`config.mk`:
```
export PLATFORM = sky130hd
export DESIGN_NAME = spike_reject_ema_filter_flat
export DESIGN_NICKNAME = d
export VERILOG_FILES = /design/src/sv/sref_pkg.sv /design/src/sv/sref_if.sv /design/src/sv/sref_decide.sv /design/src/sv/spike_reject_ema_filter.sv /design/src/flat_wrapper.sv
export SDC_FILE = /design/constraint.sdc
export NUM_CORES = 1
export LEC_CHECK = 0
export ABC_CLOCK_PERIOD_IN_PS = 18400
export BUFFER_PORTS_ARGS = -buffer_cell sky130_fd_sc_hd__buf_2
export CAP_MARGIN = 10
export CORE_ASPECT_RATIO = 0.5
export CORE_MARGIN = 5
export CORE_UTILIZATION = 40
export CTS_CLUSTER_DIAMETER = 100
export DETAILED_ROUTE_END_ITERATION = 7
export PLACE_DENSITY_LB_ADDON = 0.25
export RECOVER_POWER = 100
export SKIP_LAST_GASP = 1
export SYNTH_ARGS = -nofsm -noshare
export SYNTH_HDL_FRONTEND = slang
export SYNTH_SLANG_ARGS = --single-unit
```
`constraint.sdc`:
```
create_clock -name clk -period 18.4 [get_ports clk]
set_input_delay 3.68 -clock clk [delete_from_list [all_inputs] [get_ports clk]]
set_output_delay 3.68 -clock clk [all_outputs]
set_load 0.05 [all_outputs]
```
`src/sv/sref_pkg.sv`:
```
// Package for the spike-rejecting smoothing filter.
// Holds the field types, status and register codes, and the decision record.
// No dependencies; every other file of the block refers to it by scoped names.
package sref_pkg;

  typedef logic [1:0]        chan_t;
  typedef logic signed [15:0] sample_t;
  typedef logic [15:0]       limit_t;
  typedef logic [1:0]        status_t;
  typedef logic [1:0]        count_t;
  typedef logic [1:0]        reg_idx_t;

  // Status codes carried with each result.
  localparam status_t ST_FIRST  = 2'd0;
  localparam status_t ST_HELD   = 2'd1;
  localparam status_t ST_STEP   = 2'd2;
  localparam status_t ST_SMOOTH = 2'd3;

  // Configuration register indexes.
  localparam reg_idx_t REG_LIMIT_A = 2'd0;
  localparam reg_idx_t REG_LIMIT_B = 2'd1;
  localparam reg_idx_t REG_LIMIT_C = 2'd2;
  localparam reg_idx_t REG_LIMIT_D = 2'd3;

  localparam int NUM_REGS = 4;

  localparam limit_t LIMIT_A_RST = 16'd320;
  localparam limit_t LIMIT_B_RST = 16'd480;
  localparam limit_t LIMIT_C_RST = 16'd32;
  localparam limit_t LIMIT_D_RST = 16'd80;

  // Outcome of one sample: the result and the new state of its channel.
  typedef struct packed {
    sample_t filtered;
    status_t status;
    logic    upd;
    sample_t past_nxt;
    count_t  count_nxt;
  } decide_t;

endpackage

```
`src/sv/sref_if.sv`:
```
// Valid/ready channel interfaces for the filter's samples and results.
// Depends on sref_pkg for the field types.
interface sref_in_if;
  logic              valid;
  logic              ready;
  sref_pkg::chan_t   channel;
  sref_pkg::sample_t sample;

  modport source (output valid, output channel, output sample, input ready);
  modport sink   (input valid, input channel, input sample, output ready);
endinterface

interface sref_out_if;
  logic              valid;
  logic              ready;
  sref_pkg::chan_t   out_channel;
  sref_pkg::sample_t filtered;
  sref_pkg::status_t status;

  modport source (output valid, output out_channel, output filtered, output status,
                  input ready);
  modport sink   (input valid, input out_channel, input filtered, input status,
                  output ready);
endinterface

```
`src/sv/sref_decide.sv`:
```
// Per-sample decision of the filter: spike test, hold counting and halving.
// Purely combinational; depends on sref_pkg for types and status codes.
module sref_decide #(
  parameter int HOLD_LIMIT = 3
) (
  input  logic              in_range,
  input  logic              primed,
  input  sref_pkg::sample_t sample,
  input  sref_pkg::sample_t past,
  input  sref_pkg::count_t  count,
  input  sref_pkg::limit_t  limit,
  output sref_pkg::decide_t dec
);

  logic signed [16:0] diff;
  logic        [16:0] adiff;
  logic signed [16:0] sum;

  always_comb begin
    diff  = {sample[15], sample} - {past[15], past};
    adiff = diff[16] ? 17'(-diff) : 17'(diff);
    sum   = {sample[15], sample} + {past[15], past};

    dec.filtered  = sample;
    dec.status    = sref_pkg::ST_FIRST;
    dec.upd       = 1'b0;
    dec.past_nxt  = past;
    dec.count_nxt = count;

    if (!in_range) begin
      // Unknown channel: pass through and leave every channel alone.
      dec.upd = 1'b0;
    end else if (!primed) begin
      dec.upd       = 1'b1;
      dec.past_nxt  = sample;
      dec.count_nxt = '0;
    end else if (adiff >= {1'b0, limit}) begin
      dec.upd = 1'b1;
      if (count < 2'(HOLD_LIMIT)) begin
        dec.count_nxt = count + 2'd1;
        dec.filtered  = past;
        dec.status    = sref_pkg::ST_HELD;
      end else begin
        dec.count_nxt = '0;
        dec.past_nxt  = sample;
        dec.status    = sref_pkg::ST_STEP;
      end
    end else begin
      // An arithmetic halving of the 17-bit sum floors towards minus infinity.
      dec.upd       = 1'b1;
      dec.count_nxt = '0;
      dec.past_nxt  = sum[16:1];
      dec.filtered  = sum[16:1];
      dec.status    = sref_pkg::ST_SMOOTH;
    end
  end

endmodule

```
`src/sv/spike_reject_ema_filter.sv`:
```
// Top level of the spike-rejecting smoothing filter for signed Q11.4 samples.
// Depends on sref_pkg, the interfaces in sref_if.sv and sref_decide.
//
// Usage:
//   Samples arrive on in_if (channel, sample) and one result per sample leaves
//   on out_if (out_channel, filtered, status); a transaction completes on an
//   edge where valid and ready are both high. Spike limits are written through
//   cfg_we / cfg_index / cfg_wdata while no sample is in flight.
//   A sample goes into an input register; the channel state is then read and
//   updated and the result is written into the output register, which drives
//   out_if.valid and the result until the receiver takes them.
//   Throughput is one sample per cycle while out_if.ready stays high, also on
//   the same channel back to back, since a channel's state is read, updated and
//   written back in the same cycle as its result enters the output register.
//   When the receiver stalls, the result waits in the output register and one
//   more sample may be taken into the input register before in_if.ready falls.
//   Reset clears the pipeline, every channel's primed flag and spike count, and
//   loads the default limits; the block accepts samples the cycle after reset.
module spike_reject_ema_filter #(
  parameter int CHANNELS   = 4,
  parameter int HOLD_LIMIT = 3
) (
  input  logic                 clk,
  input  logic                 rst_n,
  sref_in_if.sink              in_if,
  sref_out_if.source           out_if,
  input  logic                 cfg_we,
  input  sref_pkg::reg_idx_t   cfg_index,
  input  sref_pkg::limit_t     cfg_wdata
);

  // Input register.
  logic              s1_valid_r;
  sref_pkg::chan_t   s1_ch_r;
  sref_pkg::sample_t s1_x_r;

  // Output register.
  logic              out_valid_r;
  sref_pkg::chan_t   out_ch_r;
  sref_pkg::sample_t out_y_r;
  sref_pkg::status_t out_st_r;

  // Configuration and channel state.
  sref_pkg::limit_t  limit_r [sref_pkg::NUM_REGS];
  sref_pkg::sample_t past_r  [CHANNELS];
  sref_pkg::count_t  count_r [CHANNELS];
  logic [CHANNELS-1:0] primed_r;

  logic                out_adv;
  logic                s1_fire;
  logic                in_fire;
  logic [CHANNELS-1:0] sel_oh;
  logic                in_range;
  logic                cur_primed;
  sref_pkg::sample_t   cur_past;
  sref_pkg::count_t    cur_count;
  sref_pkg::decide_t   dec;

  assign out_adv   = !out_valid_r || out_if.ready;
  assign s1_fire   = s1_valid_r && out_adv;
  assign in_if.ready = !s1_valid_r || out_adv;
  assign in_fire   = in_if.valid && in_if.ready;

  always_comb begin
    cur_past   = '0;
    cur_count  = '0;
    cur_primed = 1'b0;
    for (int i = 0; i < CHANNELS; i++) begin
      sel_oh[i] = (s1_ch_r == 2'(i));
      if (sel_oh[i]) begin
        cur_past   = past_r[i];
        cur_count  = count_r[i];
        cur_primed = primed_r[i];
      end
    end
    in_range = |sel_oh;
  end

  sref_decide #(
    .HOLD_LIMIT (HOLD_LIMIT)
  ) u_decide (
    .in_range (in_range),
    .primed   (cur_primed),
    .sample   (s1_x_r),
    .past     (cur_past),
    .count    (cur_count),
    .limit    (limit_r[s1_ch_r]),
    .dec      (dec)
  );

  // Pipeline control.
  always_ff @(posedge clk) begin
    if (!rst_n) begin
      s1_valid_r  <= 1'b0;
      out_valid_r <= 1'b0;
    end else begin
      if (in_if.ready) begin
        s1_valid_r <= in_if.valid;
      end
      if (out_adv) begin
        out_valid_r <= s1_valid_r;
      end
    end
  end

  // Pipeline payload.
  always_ff @(posedge clk) begin
    if (in_fire) begin
      s1_ch_r <= in_if.channel;
      s1_x_r  <= in_if.sample;
    end
    if (s1_fire) begin
      out_ch_r <= s1_ch_r;
      out_y_r  <= dec.filtered;
      out_st_r <= dec.status;
    end
  end

  // Limit registers.
  always_ff @(posedge clk) begin
    if (!rst_n) begin
      limit_r[sref_pkg::REG_LIMIT_A] <= sref_pkg::LIMIT_A_RST;
      limit_r[sref_pkg::REG_LIMIT_B] <= sref_pkg::LIMIT_B_RST;
      limit_r[sref_pkg::REG_LIMIT_C] <= sref_pkg::LIMIT_C_RST;
      limit_r[sref_pkg::REG_LIMIT_D] <= sref_pkg::LIMIT_D_RST;
    end else if (cfg_we) begin
      unique case (cfg_index)
        sref_pkg::REG_LIMIT_A: limit_r[sref_pkg::REG_LIMIT_A] <= cfg_wdata;
        sref_pkg::REG_LIMIT_B: limit_r[sref_pkg::REG_LIMIT_B] <= cfg_wdata;
        sref_pkg::REG_LIMIT_C: limit_r[sref_pkg::REG_LIMIT_C] <= cfg_wdata;
        sref_pkg::REG_LIMIT_D: limit_r[sref_pkg::REG_LIMIT_D] <= cfg_wdata;
        default: ;
      endcase
    end
  end

  // Channel control state.
  always_ff @(posedge clk) begin
    if (!rst_n) begin
      primed_r <= '0;
      for (int i = 0; i < CHANNELS; i++) begin
        count_r[i] <= '0;
      end
    end else if (s1_fire && dec.upd) begin
      for (int i = 0; i < CHANNELS; i++) begin
        if (sel_oh[i]) begin
          primed_r[i] <= 1'b1;
          count_r[i]  <= dec.count_nxt;
        end
      end
    end
  end

  // Past values are only read once their channel is primed.
  always_ff @(posedge clk) begin
    if (s1_fire && dec.upd) begin
      for (int i = 0; i < CHANNELS; i++) begin
        if (sel_oh[i]) begin
          past_r[i] <= dec.past_nxt;
        end
      end
    end
  end

  assign out_if.valid       = out_valid_r;
  assign out_if.out_channel = out_ch_r;
  assign out_if.filtered    = out_y_r;
  assign out_if.status      = out_st_r;

  a_sel_onehot: assert property (@(posedge clk) disable iff (!rst_n)
    $onehot0(sel_oh))
    else $error("channel select is not one-hot");

  a_ready_low_full: assert property (@(posedge clk) disable iff (!rst_n)
    !in_if.ready |-> (s1_valid_r && out_valid_r))
    else $error("input stalled while a pipeline register is free");

  a_primed_after: assert property (@(posedge clk) disable iff (!rst_n)
    s1_fire |=> ((primed_r & $past(sel_oh)) == $past(sel_oh)))
    else $error("channel not primed after its transaction");

  a_held_bound: assert property (@(posedge clk) disable iff (!rst_n)
    (s1_fire && dec.status == sref_pkg::ST_HELD) |-> (cur_count < 2'(HOLD_LIMIT)))
    else $error("sample held beyond the hold limit");

endmodule
```
`src/flat_wrapper.sv`:
```
// flat-port wrapper written by rule: the top's interface ports become plain ports
module spike_reject_ema_filter_flat 
#(
  parameter int CHANNELS   = 4,
  parameter int HOLD_LIMIT = 3
)
  (clk, rst_n, cfg_we, cfg_index, cfg_wdata, in_if_valid, in_if_channel, in_if_sample, in_if_ready, out_if_valid, out_if_out_channel, out_if_filtered, out_if_status, out_if_ready);
  sref_in_if in_if_i ();
  sref_out_if out_if_i ();
  input  logic clk;
  input  logic rst_n;
  input  logic cfg_we;
  input  sref_pkg::reg_idx_t cfg_index;
  input  sref_pkg::limit_t cfg_wdata;
  input wire logic [$bits(in_if_i.valid)-1:0] in_if_valid;
  input wire logic [$bits(in_if_i.channel)-1:0] in_if_channel;
  input wire logic [$bits(in_if_i.sample)-1:0] in_if_sample;
  output wire logic [$bits(in_if_i.ready)-1:0] in_if_ready;
  output wire logic [$bits(out_if_i.valid)-1:0] out_if_valid;
  output wire logic [$bits(out_if_i.out_channel)-1:0] out_if_out_channel;
  output wire logic [$bits(out_if_i.filtered)-1:0] out_if_filtered;
  output wire logic [$bits(out_if_i.status)-1:0] out_if_status;
  input wire logic [$bits(out_if_i.ready)-1:0] out_if_ready;
  assign in_if_i.valid = in_if_valid;
  assign in_if_i.channel = in_if_channel;
  assign in_if_i.sample = in_if_sample;
  assign in_if_ready = in_if_i.ready;
  assign out_if_valid = out_if_i.valid;
  assign out_if_out_channel = out_if_i.out_channel;
  assign out_if_filtered = out_if_i.filtered;
  assign out_if_status = out_if_i.status;
  assign out_if_i.ready = out_if_ready;
  spike_reject_ema_filter #(.CHANNELS(CHANNELS), .HOLD_LIMIT(HOLD_LIMIT)) u_core (.clk(clk), .rst_n(rst_n), .in_if(in_if_i), .out_if(out_if_i), .cfg_we(cfg_we), .cfg_index(cfg_index), .cfg_wdata(cfg_wdata));
endmodule
```
**Word level (Yosys, flattened, before mapping)**

Memory sizes are Yosys's and may differ from the RTL's. A register that Yosys moved wholly into a read port is not among the register bits.
Index checks and enable logic that the tools add are counted.

- Order comparisons: 2
- Multiplexer cells: 77
- Bitwise logic cells: 8
- Equality and inequality tests: 6
- Add/sub/neg operators: 4
- Reductions and logical operators: 18

Operators with widths:

| cell | count |
|---|---|
| $mux W16 | 12 |
| $mux W18 | 3 |
| $reduce_or A16 Y1 | 3 |
| $mux W1 | 45 |
| $mux W37 | 1 |
| $mux W2 | 14 |
| $mux W19 | 1 |
| $add A16 B16 Y17 | 1 |
| $ge A17 B16 Y1 | 1 |
| $mux W17 | 1 |
| $neg A17 Y17 | 1 |
| $sub A16 B16 Y17 | 1 |
| $reduce_and A2 Y1 | 5 |
| $eq A2 B2 Y1 const B | 4 |
| $or A1 B1 Y1 | 8 |
| $eq A2 B1 Y1 const B | 2 |
| $logic_not A2 Y1 | 2 |
| $reduce_or A4 Y1 | 1 |
| $logic_and A1 B1 Y1 | 3 |
| $add A2 B1 Y2 const B | 1 |
| $logic_not A1 Y1 | 2 |
| $logic_or A1 B1 Y1 | 2 |
| $lt A2 B2 Y1 const B | 1 |

- Logic and storage cells: 129
- Bits of input ports: 41
- Memories kept: 3
- RAM bits: 136
- Flip-flop bits (word level): 44

Memory list:

| memory | words | bits a word | read ports | clocked after memory_dff | wr ports | RTL line | text |
|---|---|---|---|---|---|---|---|
| u_core.limit_r | 4 | 16 | 1 | 1 | 4 | spike_reject_ema_filter.sv:44 | `sref_pkg::limit_t limit_r [sref_pkg::NUM_REGS];` |
| u_core.past_r | 4 | 16 | 4 | 0 | 1 | spike_reject_ema_filter.sv:45 | `sref_pkg::sample_t past_r [CHANNELS];` |
| u_core.count_r | 4 | 2 | 4 | 0 | 4 | spike_reject_ema_filter.sv:46 | `sref_pkg::count_t count_r [CHANNELS];` |

**Longest topological paths before layout**

Gate-level depths: netlist of run 1.

- Depth after elaboration: 19
- Depth in mapped cells: 26
- Depth with buffers taken out: 21

**Modules after synthesis**

Synthesis of run 1 repeated with hierarchy kept, for this count alone.

- Cell total of the unflattened synthesis: 829
- Area total of the unflattened synthesis: 10318.6 µm²

Modules (own cells, without submodules):

| module | instances | cells an instance | area each (µm²) |
|---|---|---|---|
| spike_reject_ema_filter | 1 | 364 | 7136.8 |
| sref_decide | 1 | 465 | 3181.8 |

**Worst setup path before layout of run 1**

OpenSTA, ideal clock, no wires.

- Kind: input to output
- Start: input port out_if_ready
- End: output port in_if_ready
- Path slack: 10530 ps
- Data arrival time: 4190 ps
- Path buffers: 0
- Cell stages on the path: 2
- Required time: 14720 ps
- Cell sequence: nor2b_1 -> nand2_1

- Cells in the longest elaborated chain, start to end: 2

Ends and longest elaborated chain:

| element | RTL line | text |
|---|---|---|
| start, declared | flat_wrapper.sv:23 | `input wire logic [$bits(out_if_i.ready)-1:0] out_if_ready;` |
| $logic_or A1 B1 Y1 | spike_reject_ema_filter.sv:59 | `assign out_adv = !out_valid_r \|\| out_if.ready;` |
| $logic_or A1 B1 Y1 | spike_reject_ema_filter.sv:61 | `assign in_if.ready = !s1_valid_r \|\| out_adv;` |
| end, declared | flat_wrapper.sv:18 | `output wire logic [$bits(in_if_i.ready)-1:0] in_if_ready;` |

No other way between the ends.

==> results of run 1 <==
==> report_power, final <==
part | switching (uW) | internal [uW] | leakage [uW] | total (uW)
Sequential | 9.42 | 492 | 0.00173 | 501
Clock | 169 | 190 | 0.000268 | 358
Combinational | 182 | 113 | 0.00202 | 295
==> metrics by stage <==
step / utilization (%) / power, uW / cell area, sq um / instances / setup slack (ps)
after floorplan: - / 746 / 9950 / 754 / 10530
after global placement: 43.4 / 801 / 10500 / 1124 / 10300
after detailed placement: 43.4 / 806 / 10500 / 1124 / 10170
after CTS: 45.8 / 1160 / 11100 / 1156 / 10120
after global routing: 45.4 / 1210 / 11000 / 1156 / 8080
final: 45.4 / 1150 / 11000 / 1156 / 8900
==> cells by family after synthesis <==
group,after synthesis,synth area share [%]
buf+inv,96,4.51
mux,42,8.54
xor+xnor,36,3.17
flops,182,54.1
simple gates,205,11.2
compound gates,140,11.6
fa+ha+maj,53,6.81
==> cells in the mapped netlist, types with 17 or more instances <==
| master | number |
|---|---|
| a21oi_1 | 25 |
| a221o_1 | 22 |
| and2_1 | 57 |
| clkbuf_1 | 19 |
| edfxtp_1 | 174 |
| ha_1 | 51 |
| inv_1 | 58 |
| mux4_2 | 34 |
| nand2_1 | 30 |
| nor2_1 | 38 |
| nor3_1 | 17 |
| xnor2_1 | 31 |
==> per-layer routing <==
| layer | track usage, % | up-vias |
|---|---|---|
| met3 | 3.52 | 23 |
| met5 | 0 | - |
| met4 | 4.05 | 0 |
| met2 | 25.2 | 174 |
| met1 | 23.2 | 3137 |
| li1 | - | 2979 |
==> critical path: cells and delay by family (launching register included) <==
kind	cells	cell delay [ps]
AOI/OAI and AO/OA	13	5300
xor gates and xnor gates	1	200
adders and majority gates	3	990
buffers and inverters	1	960
DFF	1	780
muxes	1	690
and+or+nand+nor	2	270
==> worst paths after layout <==
| check | startpoint | to | slack, ps | depth (start not counted) |
|---|---|---|---|---|
| max | u_core.s1_ch_r[0]$_DFFE_PP_ | u_core.past_r[2][11]$_DFFE_PP_ | 8900 | 21 |
| min | u_core.primed_r[3]$_SDFFE_PN0P_ | u_core.primed_r[3]$_SDFFE_PN0P_ | 470 | 1 |
| max reg2reg | u_core.s1_ch_r[0]$_DFFE_PP_ | u_core.past_r[2][11]$_DFFE_PP_ | 8900 | 21 |
| min reg2reg | u_core.primed_r[3]$_SDFFE_PN0P_ | u_core.primed_r[3]$_SDFFE_PN0P_ | 470 | 1 |
==> flip-flops by register name, summed over array words and instances (netlist names), named ones only <==
name	cells
u_core.s1_ch_r	2
u_core.limit_r	64
u_core.out_if.filtered	16
u_core.past_r	64
u_core.count_r	8
u_core.primed_r	4
u_core.out_if.status	2
u_core.out_if.out_channel	2
u_core.s1_valid_r	1
u_core.s1_x_r	16
u_core.out_if.valid	1
==> layout make-up <==
type | count | area, sq um
tap | 336 | 420
clock inverter | 15 | 144
sequential | 182 | 5390
inverter | 62 | 233
fill | 2231 | 13200
clock buffer | 17 | 425
multi-input combinational | 476 | 4090
timing repair buffer | 68 | 310
==> flow_summary_export.csv, run 1 <==
group,metric,value,unit
run_status,outcome,"complete, but fails checks",
run_status,violations,"max-capacitance violations, max-slew violations",
floorplan,die_h,122,um
cells_and_area,antenna_cells,0,
cells_and_area,area_growth,10.6,%
route,wl_per_cell,19.2,um
placed_design,post-dp-hpwl,15400,um
pwr,ir_drop,0.0545,mV
pwr,p_leak,0.00402,uW
logic_synthesis,async_reset_ff_share,0,%
placed_design,place_congestion,0.866,
timing,rsz0062_at_grt,"false",
timing,fmax,105,MHz
grt,grt_use_total,16.2,%
setup_path,cp-start-kind,"register",
logic_synthesis,syn_area_per_cell,13.2,sq um
logic_synthesis,yosys_warnings,0,
route,wl_met1,10700,um
clock_tree,post_cts_resized,0,
setup_path,path_cells,"clkbuf_1 > mux4_2 > ha_1 > fa_1 > nor2_1 > o221ai_1 > a2bb2oi_1 > a221oi_1 > a221oi_1 > nor2_1 > xnor2_1 > ha_1 > a21o_1 > a21o_1 > a211o_1 > a21oi_1 > o21ai_0 > a311o_1 > a41o_1 > a21o_1 > a222oi_1",
timing,whs,472,ps
timing,finalHoldViolCount,0,
cells_and_area,final_layout_size_suffix_gt1_share,14.8,%
clock_tree,cts_hold_buf,0,
timing,fin_crit_sh,51.6,%
cells_and_area,final_nets,901,
clock_tree,clk_pin_slew,70,ps
timing,worst_pin_slew,2630,ps
grt,antenna_found_initial,0,
clock_tree,h-tree-depth,4,
route,top_layer,"met4",
logic_synthesis,syn_nets,848,
floorplan,start_util,41.1,%
logic_synthesis,ys_seq_elements,182,
floorplan,design.core.area,24200,sq um
route,wirelength,22200,um
timing,clock_skew,10.8,ps
grt,grt_pass1_vias,6202,
logic_synthesis,syn_area,9950,sq um
pwr,p_per_area,105,nW/um^2
setup_path,path_class,"register to register",
route,wl_met2,10100,um
setup_path,cp_data_arrival_time,9660,ps
clock_tree,clock-sinks,182,
cells_and_area,layout_commonest_cell,"edfxtp_1",
job,drv_cap,4,
grt,grt_max_degree,30,
setup_path,crit_top_cell,"a21o_1",
setup_path,endpoint_kind,"register",
route,drc,0,
route,ant_nets,0,
grt,grt_pass1_wl,35000,um
placed_design,io_buffer_count,62,
logic_synthesis,synth.distinct_cells,83,
route,first_iter_violations,592,
setup_path,required,18560,ps
floorplan,dieArea,28300,sq um
logic_synthesis,synth_cells,754,
setup_path,crit_slowest_cell,"a221oi_1",
logic_synthesis,synth_top_area_share,52.5,%
floorplan,rows,40,
logic_synthesis,ys_seq_area_share,54.1,%
logic_synthesis,synth_edf_count,174,
clock_tree,cts-root-buf,"clkbuf_16",
clock_tree,cts_tree,"built",
timing,tns,0,ps
logic_synthesis,ys.flop_type,"edfxtp_1",
logic_synthesis,synth_top_area_cell,"edfxtp_1",
setup_path,cpPeakStageDelay,1440,ps
route,wl_met3,1080,um
floorplan,die_x,233,um
clock_tree,clkLatencyLatePin,440,ps
clock_tree,cts_setup_buffers,0,
cells_and_area,layout_common_cells,"174 x edfxtp_1, 58 x inv_1, 51 x ha_1, 40 x and2_0, 39 x nor2_1",
timing,timing.final.max_slew_violations,69,
timing,max_slew_margin,-77.4,%
route,first_pass_iters,6,
min_path,hold_class,"register to register",
logic_synthesis,synthTopCellsByArea,"edfxtp_1 53%, mux4_2 7.7%, ha_1 6.4%",
timing,min_period,9500,ps
clock_tree,cts-buffers-inserted,17,
setup_path,crit_fanout,29,
timing,setup_viol_count_final,0,
floorplan,ios,63,
route,vias_per_cell,5.46,
route,vias,6313,
grt,overflow,0,
clock_tree,clockBufferDepth,2,
Power figures use the tool's default switching activity.
==> run 2: changes to the inputs <==
Settings changed: ABC_CLOCK_PERIOD_IN_PS 18400 to 8140.
Clock period 18.4 ns to 8.14 ns, I/O delays scaled along.
==> flow_summary_export.csv, run 2 (synthesis gave the netlist of run 1 again) <==
group,metric,value,unit
timing,finalHoldViolCount,0,
pwr,p_per_area,233,nW/um^2
route,first_pass_iters,8,
clock_tree,clk_pin_slew,70,ps
cells_and_area,largestRegisters,"u_core.limit_r x64, u_core.past_r x64",
run_status,violations,"max-capacitance violations, max-slew violations",
setup_path,crit_buf_inv,2,
timing,setup_viol_count_final,0,
route,vias_per_cell,5.45,
floorplan,die_x,233,um
timing,max_slew_margin,-83.7,%
cells_and_area,final_core_util,45.4,%
cells_and_area,layout_common_cells,"174 x edfxtp_1, 58 x inv_1, 51 x ha_1, 39 x nor2_1, 38 x and2_0",
route,ant_nets,0,
grt,use_met3,3.66,%
clock_tree,cts_hold_buf,0,
floorplan,die_h,122,um
clock_tree,h-tree-depth,4,
grt,gr-usage-met1,23.5,%
grt,overflow,0,
route,wirelength,22500,um
cells_and_area,layout_commonest_cell,"edfxtp_1",
clock_tree,clkLatencyLatePin,440,ps
route,first_iter_violations,491,
timing,fin_crit_sh,90.4,%
grt,grt_pass1_wl,35400,um
cells_and_area,final_nets,901,
cells_and_area,final_cell_count_no_fill,1155,
timing,timing.final.max_slew_violations,51,
route,drc,0,
cells_and_area,final_layout_size_suffix_gt1_share,15.3,%
setup_path,path_cells,"buf_4 > mux4_2 > ha_1 > nor4_1 > a221oi_4 > a221oi_2 > buf_4 > nor2_1 > xnor2_1 > ha_1 > a21o_1 > a211o_1 > a21oi_1 > o21ai_0 > a311o_1 > a41o_1 > a21o_1 > a222oi_1",
cells_and_area,area_growth,10.6,%
placed_design,placed_area,10500,sq um
floorplan,rows,40,
setup_path,required,8300,ps
cells_and_area,antenna_cells,0,
grt,grt_util_met2,25.5,%
job,drv_cap,3,
route,wl_per_cell,19.5,um
timing,worst_pin_slew,2730,ps
timing,rsz0062_at_grt,"false",
clock_tree,clockBufferDepth,2,
placed_design,place_congestion,0.857,
pwr,p_leak,0.00403,uW
floorplan,ios,63,
route,vias,6289,
grt,busiest_layer,"met2",
timing,tns,0,ps
clock_tree,clock-sinks,182,
floorplan,dieArea,28300,sq um
grt,grt_use_total,16.3,%
setup_path,crit_fanout,29,
setup_path,cp_data_arrival_time,7510,ps
clock_tree,cts-buffers-inserted,17,
clock_tree,cts-root-buf,"clkbuf_16",
clock_tree,cts_setup_buffers,0,
setup_path,crit_slowest_cell,"a222oi_1",
clock_tree,post_cts_resized,0,
setup_path,cp-start-kind,"register",
pwr,total_power,2570,uW
grt,grt_max_degree,30,
floorplan,start_util,41.1,%
floorplan,design.core.area,24200,sq um
placed_design,io_buffer_count,62,
setup_path,critical-path-top-delay-family,"compound AO/OA/AOI/OAI gates",
placed_design,dp_cells,1124,
timing,min_period,7360,ps
placed_design,post-dp-hpwl,16100,um
setup_path,cpPeakStageDelay,710,ps
grt,grt_pass1_vias,6260,
clock_tree,cts_tree,"built",
run_status,outcome,"complete, but fails checks",
cells_and_area,design_area,11000,sq um
min_path,hold_class,"register to register",
grt,antenna_found_initial,0,
setup_path,endpoint_kind,"register",
timing,fmax,136,MHz
pwr,ir_drop,0.110,mV
timing,clock_skew,12.1,ps
setup_path,path_class,"register to register",
[run 2: changes by cell type in the layout (fill, tap and decap cells not counted), moves of 2 or more]
| cell | previous run | this run |
|---|---|---|
| and2_0 | 40 | 38 |
| inv_8 | 2 | 0 |
| a221oi_1 | 5 | 3 |
| clkinv_1 | 2 | 4 |
| clkinv_2 | 1 | 3 |
| clkbuf_1 | 30 | 27 |
| buf_4 | 3 | 5 |
| buf_2 | 35 | 37 |
| and2_1 | 17 | 19 |
| clkinvlp_4 | 4 | 2 |
[run 2: stage by stage]
| step | worst slack [ps] | hold WS, ps |
|---|---|---|
| 2_1_floorplan | 1250 | 424 |
| 3_3_place_gp | 1070 | 443 |
| 3_5_place_dp | 758 | 455 |
| 4_1_cts | 758 | 470 |
| 5_1_grt | 76.1 | 505 |
| 6_report | 782 | 464 |
[run 2: final timing paths]
| path | start | to | slack, ps | depth (start not counted) |
|---|---|---|---|---|
| max | u_core.s1_ch_r[0]$_DFFE_PP_ | u_core.past_r[2][11]$_DFFE_PP_ | 780 | 18 |
| min | u_core.primed_r[0]$_SDFFE_PN0P_ | u_core.primed_r[0]$_SDFFE_PN0P_ | 460 | 1 |
| max reg2reg | u_core.s1_ch_r[0]$_DFFE_PP_ | u_core.past_r[2][11]$_DFFE_PP_ | 780 | 18 |
| min reg2reg | u_core.primed_r[0]$_SDFFE_PN0P_ | u_core.primed_r[0]$_SDFFE_PN0P_ | 460 | 1 |
[run 2: power by group]
| part | total [uW] | internal, uW | switching [uW] |
|---|---|---|---|
| combinational | 667 | 258 | 409 |
| clock | 764 | 417 | 347 |
| sequential | 1140 | 1110 | 23.9 |
[run 2: cell type report]
cell class              count  area, sq um
fillers                  2244        13200
flip-flops and latches    182         5390
repair buffers             68          320
inverters                  62          233
multi-input cells         476         4120
well taps                 336          420
clock inverters            13          106
clock buffers              18          429
[run 2: per-layer routing]
metal  vias up  part of all wire [%]
li1       2973                     -
met1      3136                    48
met2       168                    45
met3        12                   5.7
met4         0                  0.62
met5         -                     0
